===== src/rtl/bda_pkg.sv =====
package bda_pkg;

    localparam int MIN_ORDER      = 5;
    localparam int MAX_ORDER      = 12;
    localparam int NLISTS         = MAX_ORDER - MIN_ORDER + 1;
    localparam int UNITS_PER_PAGE = 128;
    localparam int HDR_BYTES      = 24;
    localparam int PAGE_BYTES     = 4096;

    localparam logic [3:0] ORD_MIN = 4'd5;
    localparam logic [3:0] ORD_MAX = 4'd12;

    localparam logic [1:0] ST_OK      = 2'd0;
    localparam logic [1:0] ST_NOMEM   = 2'd1;
    localparam logic [1:0] ST_TOOBIG  = 2'd2;
    localparam logic [1:0] ST_BADFREE = 2'd3;

    localparam logic OP_ALLOC = 1'b0;
    localparam logic OP_FREE  = 1'b1;

    // datapath micro-operations
    localparam logic [4:0] DP_NOP       = 5'd0;
    localparam logic [4:0] DP_CLR       = 5'd1;
    localparam logic [4:0] DP_LOAD      = 5'd2;
    localparam logic [4:0] DP_DEC       = 5'd3;
    localparam logic [4:0] DP_FTAG      = 5'd4;
    localparam logic [4:0] DP_SPLIT_SEL = 5'd5;
    localparam logic [4:0] DP_FINAL_SEL = 5'd6;
    localparam logic [4:0] DP_SET_V     = 5'd7;
    localparam logic [4:0] DP_SET_U     = 5'd8;
    localparam logic [4:0] DP_GRANT     = 5'd9;
    localparam logic [4:0] DP_BUD_RD    = 5'd10;
    localparam logic [4:0] DP_MERGE     = 5'd11;
    localparam logic [4:0] DP_FREE_PUSH = 5'd12;
    localparam logic [4:0] DP_ULK_RD    = 5'd13;
    localparam logic [4:0] DP_ULK_WR    = 5'd14;
    localparam logic [4:0] DP_PUSH1     = 5'd15;
    localparam logic [4:0] DP_PUSH2     = 5'd16;

    typedef struct packed {
        logic [4:0] op;
    } cmd_t;

    typedef struct packed {
        logic is_free;
        logic too_big;
        logic found;
        logic full;
        logic addr_bad;
        logic tag_ok;
        logic bud_match;
        logic o_gt_want;
        logic o_lt_max;
        logic clr_last;
    } stat_t;

    function automatic logic [3:0] bit_len13(input logic [12:0] v);
        logic [3:0] n;
        n = 4'd0;
        for (int i = 0; i < 13; i++)
        begin
            if (v[i])
            begin
                n = 4'(i + 1);
            end
        end
        return n;
    endfunction

endpackage


===== src/rtl/bda_ctrl.sv =====
module bda_ctrl import bda_pkg::*; (
    input  logic  clk,
    input  logic  rst_n,
    input  logic  start,
    input  logic  out_free,
    input  stat_t stat,
    output cmd_t  cmd,
    output logic  ready,
    output logic  done
);

    localparam logic [3:0] S_CLEAR     = 4'd0;
    localparam logic [3:0] S_IDLE      = 4'd1;
    localparam logic [3:0] S_DECODE    = 4'd2;
    localparam logic [3:0] S_FTAG      = 4'd3;
    localparam logic [3:0] S_SPLIT_CHK = 4'd4;
    localparam logic [3:0] S_SPLIT_V   = 4'd5;
    localparam logic [3:0] S_SPLIT_U   = 4'd6;
    localparam logic [3:0] S_GRANT     = 4'd7;
    localparam logic [3:0] S_MCHK      = 4'd8;
    localparam logic [3:0] S_MTST      = 4'd9;
    localparam logic [3:0] S_ULK1      = 4'd10;
    localparam logic [3:0] S_ULK2      = 4'd11;
    localparam logic [3:0] S_PSH1      = 4'd12;
    localparam logic [3:0] S_PSH2      = 4'd13;
    localparam logic [3:0] S_DONE      = 4'd14;

    logic [3:0] state_reg;
    logic [3:0] state_next;
    logic [3:0] ret_reg;
    logic [3:0] ret_next;

    always_comb
    begin
        state_next = state_reg;
        ret_next   = ret_reg;
        cmd.op     = DP_NOP;
        unique case (state_reg)
            S_CLEAR:
            begin
                cmd.op = DP_CLR;
                if (stat.clr_last)
                begin
                    state_next = S_IDLE;
                end
            end
            S_IDLE:
            begin
                if (start)
                begin
                    cmd.op     = DP_LOAD;
                    state_next = S_DECODE;
                end
            end
            S_DECODE:
            begin
                cmd.op = DP_DEC;
                if (stat.is_free)
                begin
                    state_next = stat.addr_bad ? S_DONE : S_FTAG;
                end
                else if (stat.too_big)
                begin
                    state_next = S_DONE;
                end
                else if (stat.found)
                begin
                    state_next = S_SPLIT_CHK;
                end
                else if (stat.full)
                begin
                    state_next = S_DONE;
                end
                else
                begin
                    state_next = S_PSH1;
                    ret_next   = S_SPLIT_CHK;
                end
            end
            S_FTAG:
            begin
                cmd.op     = DP_FTAG;
                state_next = stat.tag_ok ? S_MCHK : S_DONE;
            end
            S_SPLIT_CHK:
            begin
                state_next = S_ULK1;
                if (stat.o_gt_want)
                begin
                    cmd.op   = DP_SPLIT_SEL;
                    ret_next = S_SPLIT_V;
                end
                else
                begin
                    cmd.op   = DP_FINAL_SEL;
                    ret_next = S_GRANT;
                end
            end
            S_SPLIT_V:
            begin
                cmd.op     = DP_SET_V;
                state_next = S_PSH1;
                ret_next   = S_SPLIT_U;
            end
            S_SPLIT_U:
            begin
                cmd.op     = DP_SET_U;
                state_next = S_PSH1;
                ret_next   = S_SPLIT_CHK;
            end
            S_GRANT:
            begin
                cmd.op     = DP_GRANT;
                state_next = S_DONE;
            end
            S_MCHK:
            begin
                if (stat.o_lt_max)
                begin
                    cmd.op     = DP_BUD_RD;
                    state_next = S_MTST;
                end
                else
                begin
                    cmd.op     = DP_FREE_PUSH;
                    state_next = S_PSH1;
                    ret_next   = S_DONE;
                end
            end
            S_MTST:
            begin
                if (stat.bud_match)
                begin
                    cmd.op     = DP_MERGE;
                    state_next = S_ULK1;
                    ret_next   = S_MCHK;
                end
                else
                begin
                    cmd.op     = DP_FREE_PUSH;
                    state_next = S_PSH1;
                    ret_next   = S_DONE;
                end
            end
            S_ULK1:
            begin
                cmd.op     = DP_ULK_RD;
                state_next = S_ULK2;
            end
            S_ULK2:
            begin
                cmd.op     = DP_ULK_WR;
                state_next = ret_reg;
            end
            S_PSH1:
            begin
                cmd.op     = DP_PUSH1;
                state_next = S_PSH2;
            end
            S_PSH2:
            begin
                cmd.op     = DP_PUSH2;
                state_next = ret_reg;
            end
            S_DONE:
            begin
                if (out_free)
                begin
                    state_next = S_IDLE;
                end
            end
            default:
            begin
                state_next = S_IDLE;
            end
        endcase
    end

    always_ff @(posedge clk or negedge rst_n)
    begin
        if (!rst_n)
        begin
            state_reg <= S_CLEAR;
            ret_reg   <= S_IDLE;
        end
        else
        begin
            state_reg <= state_next;
            ret_reg   <= ret_next;
        end
    end

    assign ready = (state_reg == S_IDLE);
    assign done  = (state_reg == S_DONE);

endmodule


===== config.mk =====
export PLATFORM = sky130hd
export DESIGN_NAME = bda_ctrl
export DESIGN_NICKNAME = d
export VERILOG_FILES = /design/src/rtl/bda_pkg.sv /design/src/rtl/bda_ctrl.sv
export SDC_FILE = /design/constraint.sdc
export NUM_CORES = 1
export LEC_CHECK = 0
export BUFFER_PORTS_ARGS = -buffer_cell sky130_fd_sc_hd__buf_2
export CAP_MARGIN = 40
export CORE_MARGIN = 2
export CORE_UTILIZATION = 52
export CTS_CLUSTER_DIAMETER = 60
export DETAILED_ROUTE_END_ITERATION = 8
export GPL_TIMING_DRIVEN = 0
export PLACE_DENSITY_LB_ADDON = 0.08
export SETUP_SLACK_MARGIN = 0.5
export SYNTH_ARGS = -nofsm -noshare
export SYNTH_HDL_FRONTEND = slang
export SYNTH_SLANG_ARGS = --single-unit

===== constraint.sdc =====
create_clock -name clk -period 2.15 [get_ports clk]
set_clock_uncertainty 0.05 [all_clocks]
set_input_delay 0.43 -clock clk [delete_from_list [all_inputs] [get_ports clk]]
set_output_delay 0.43 -clock clk [all_outputs]
set_load 0.05 [all_outputs]

Word-level counts from Yosys, hierarchy flattened
Index checks and enable logic that the tools add are counted.
W data, S select, Z words.

storage, ports and cells
  bits in registers = 8
  bits of input ports = 14
  output and inout port bits = 7
  logic and storage cells = 55

cells by class
  equality and inequality tests = 22
  multiplexer cells = 25
  reduce and logical (&&, ||, !) cells = 6

operator list
  kind                  number
  $pmux W5 S14          1
  $pmux W4 S13          1
  $mux W4               12
  $eq A4 B4 Y1 const B  7
  $pmux W4 S6           1
  $mux W3               6
  $eq A4 B3 Y1 const B  4
  $ne A2 B2 Y1 const B  8
  $eq A4 B2 Y1 const B  2
  $mux W2               4
  $reduce_and A6 Y1     1
  $reduce_bool A6 Y1    1
  $eq A4 B1 Y1 const B  1
  $logic_not A4 Y1      1
  $reduce_or A2 Y1      2
  $reduce_and A3 Y1     1

Logic depth before layout (Yosys ltp)
  depth after elaboration = 5
  mapped depth = 7
  depth with buffers taken out = 5

Worst setup path after synthesis
OpenSTA, ideal clock, no wires.

  kind = register to output
  start point = register state_reg[2]
  end point = output port cmd[2] (netlist name)
  data arrival time = 2,177 ps
  required time = 1,670 ps
  slack = -507 ps
  cell stages (with the launch flop) = 6
  buffers on the path = 3
  cell sequence = dfrtp_1 -> buf_6 -> buf_2 -> buf_2 -> o21bai_1 -> a222oi_1

RTL lines
  item                    RTL line         text
  from (decl)             bda_ctrl.sv:28   logic [3:0] state_reg;
  from (signal assigned)  bda_ctrl.sv:188  state_reg <= state_next;
  to (decl)               bda_ctrl.sv:7    output cmd_t cmd,

==> results.sh <==
export IMPL_final_period_minus_worst_setup_slack_ns=2.26
export IMPL_yosysUniqueCellTypes=49
export IMPL_fp_dieArea_um2=2000
export IMPL_drt_pass1_iterations=6
export IMPL_grt_overflow_total=0
export IMPL_clockRootBuffer="sky130_fd_sc_hd__clkbuf_4"
export IMPL_tritoncts="yes"
export IMPL_grt_antenna_before_repair=0
export IMPL_fp_dieW_um=44.7
export IMPL_worst_slew_margin_rel_pct=72.0
export IMPL_synthesis_area_um2=861
export IMPL_place_port_buffers=20
export IMPL_critical_path_required_ns=1.67
export IMPL_slew_of_the_pin_with_the_lowest_slew_margin_ns=0.417
export IMPL_yosys_register_bits=8
export IMPL_fp_dieH_um=44.7
export IMPL_count_of_flip_flops_with_a_built_in_enable_after_synthesis=0
export IMPL_dr_first_iter_drc_count=114
export IMPL_yosys_warnings=0
export IMPL_cp_max_fo=6
export IMPL_areaGrowthSynthToFinish_pct=62.6
export IMPL_timing_hold_worst_class="input pin to flop"
export IMPL_coreArea_um2=1520
export IMPL_syn_nets=130
export IMPL_cts_clk_slew_worst_paths_ns=0.07
export IMPL_critical_path_class="flop to output port"
export IMPL_final_setup_violation_count=2
export IMPL_route_antenna_remaining_nets=0
export IMPL_detail_route_drc_violations=0
export IMPL_final_layout_size_suffix_gt1_share_pct=49.4
export IMPL_syn_area_cell_um2=7.42
export IMPL_worst_setup_path_end_kind="output port"
export IMPL_sink_count=8
export IMPL_final_net_count=177
export IMPL_grt_max_degree=11
export IMPL_placed_cell_area_um2=1030
export IMPL_first_pass_grt_wire_length_mm=4.95
export IMPL_drv_cap=0
export IMPL_area_sequential_um2=201
export IMPL_timing_fmax_ghz=0.443
export IMPL_post_layout_nonfiller_instances=178
export IMPL_ys_async_sr_fraction_pct=100
export IMPL_cts_htree_levels=1
export IMPL_routed_via_count=1291
export IMPL_first_global_vias=1077
export IMPL_dpl_cell_count=152
export IMPL_multi_input_comb_area_um2=712
export IMPL_final_critical_path_setup_slack_ns=-0.107
export IMPL_route_detailed_wl_per_inst_um=22.2
export IMPL_syn_inst=116
export IMPL_clk_path_buf_depth=2
export IMPL_critical_path_startpoint_type="flop"
export IMPL_clk_latency_ns=0.27
export IMPL_synthTopCellsByArea="sky130_fd_sc_hd__dfrtp_1, sky130_fd_sc_hd__nand2_1, sky130_fd_sc_hd__nor2_1"
export IMPL_yosysSeqAreaShare_pct=23.4
export IMPL_timing_final_max_slew_violations=0
export IMPL_status="finished, violations left"
export IMPL_violations="setup timing"
export IMPL_pre_cts_slack_ns=-0.130
export IMPL_floorplan_initialDensity_pct=56.5
export IMPL_cp_data_arrival_time_ns=1.78
export IMPL_design_area_um2=1400
export IMPL_fill_cells=57
export IMPL_diode_insertion_count_for_antenna_repair=0
export IMPL_hpwl_mm=1.86
export IMPL_post_detailed_route_via_to_cell_ratio=7.25
export IMPL_route_final_wire_length_mm=3.96
export IMPL_synth_top_area_cell="sky130_fd_sc_hd__dfrtp_1"
export IMPL_final_hold_viol_count=0
export IMPL_finalCritPeriodShare_pct=105
export IMPL_cts_made_buffers=3
export IMPL_ioPinCount=21
export IMPL_placement_rows=14
export IMPL_routabilityCongestion=0.950
export IMPL_rsz_0062_raised_after_global_routing="true"
export IMPL_post_synth_top_area_fraction_pct=20.3
export IMPL_hold_slack_ns=0.385
export IMPL_grt_use_total_pct=34.6
export IMPL_dominantRegCellSynth="sky130_fd_sc_hd__dfrtp_1"
[per-layer routing]
metal	global-route usage [%]	share of wire (%)
met5	0	0
met4	19.4	7.4
met3	6.94	14
met2	55.4	46
met1	42.9	33
[layout by cell type, fill, tap and decap left out, types with 2 or more instances in the layout]
cell type                  synthesis  routed
sky130_fd_sc_hd__buf_4             0      24
sky130_fd_sc_hd__nand2_1          17      15
sky130_fd_sc_hd__buf_2             8      13
sky130_fd_sc_hd__nor2_1           15      11
sky130_fd_sc_hd__buf_6             1      10
sky130_fd_sc_hd__a21oi_1          10       9
sky130_fd_sc_hd__dfrtp_1           7       7
sky130_fd_sc_hd__o21ai_0           6       5
sky130_fd_sc_hd__nor2_4            0       3
sky130_fd_sc_hd__a21oi_2           2       3
sky130_fd_sc_hd__o221ai_1          3       3
sky130_fd_sc_hd__clkbuf_4          0       3
sky130_fd_sc_hd__nand2_4           0       2
sky130_fd_sc_hd__buf_8             0       2
sky130_fd_sc_hd__nand2b_4          0       2
sky130_fd_sc_hd__inv_1             2       2
sky130_fd_sc_hd__a21o_1            2       2
sky130_fd_sc_hd__o31ai_1           2       2
[kinds of logic (layout without fill, tap and decap cells)]
| kind of cell | Yosys count | after routing | synth area share [%] |
|---|---|---|---|
| AO/OA/AOI/OAI | 44 | 44 | 37.5 |
| AND/OR/NAND/NOR | 47 | 47 | 26.3 |
| multiplexers | 2 | 2 | 3.05 |
| buffers and inverters | 13 | 59 | 7.70 |
| flip-flops | 8 | 8 | 23.4 |
| XOR/XNOR | 2 | 2 | 2.04 |
[cells in the mapped netlist, drive strengths merged (2+ instances only)]
library cell and instances:
mux2 2, nor3 2, nor2 15, a21oi 12, or2 2, buf 9
o21ai 6, a22oi 2, o221ai 4, o32ai 2, nand2 17, inv 4
a21o 2, dfrtp 7, nand2b 4, o31ai 2
[metrics by stage]
stage,setup TNS [ns],utilization [%]
after detailed placement,-0.130,67.4
after CTS,0,83.9
final,-0.183,91.9
after global routing,-0.293,91.9
after floorplan,-0.754,-
after global placement,-0.100,67.4
[what timing repair did]
item	CTS	global route
hold endpoints to repair	7	0
pin swaps	5	8
cloned	0	0
hold buffers	1	0
setup buffers	13	8
setup endpoints to repair	9	9
gates resized for setup	31	13
[worst max-delay path, stage by stage, from the launching register on]
cell and delay (ns):
sky130_fd_sc_hd__dfrtp_1 0.40, sky130_fd_sc_hd__buf_6 0.15, sky130_fd_sc_hd__buf_4 0.13, sky130_fd_sc_hd__buf_6 0.10
sky130_fd_sc_hd__and2b_2 0.22, sky130_fd_sc_hd__a31oi_1 0.22, sky130_fd_sc_hd__a21oi_1 0.10, sky130_fd_sc_hd__buf_4 0.20
[final timing paths]
path,slack [ns],cells past startpoint,from,end
worst max-delay path,-0.11,7,state_reg[2],cmd[0]
worst min-delay path,0.38,2,out_free,state_reg[1]
worst max register to register,0.22,9,state_reg[2],state_reg[1]
worst min register to register,0.44,1,ret_reg[3],ret_reg[3]
max in group asynchronous,1.31,2,rst_n,ret_reg[0]
min in group asynchronous,0.49,2,rst_n,ret_reg[3]
[layout make-up]
type	count	area share, %
Clock buffer	4	1.88
Sequential cell	8	14.4
Inverter	4	1.61
Buffer	9	6.70
Multi-Input combinational cell	95	50.8
Timing Repair Buffer	42	23.1
Tap cell	16	1.43
Power is left out: the tool's default activity adds up to more than one toggle a clock period on the data nets, which glitch-free logic cannot reach.
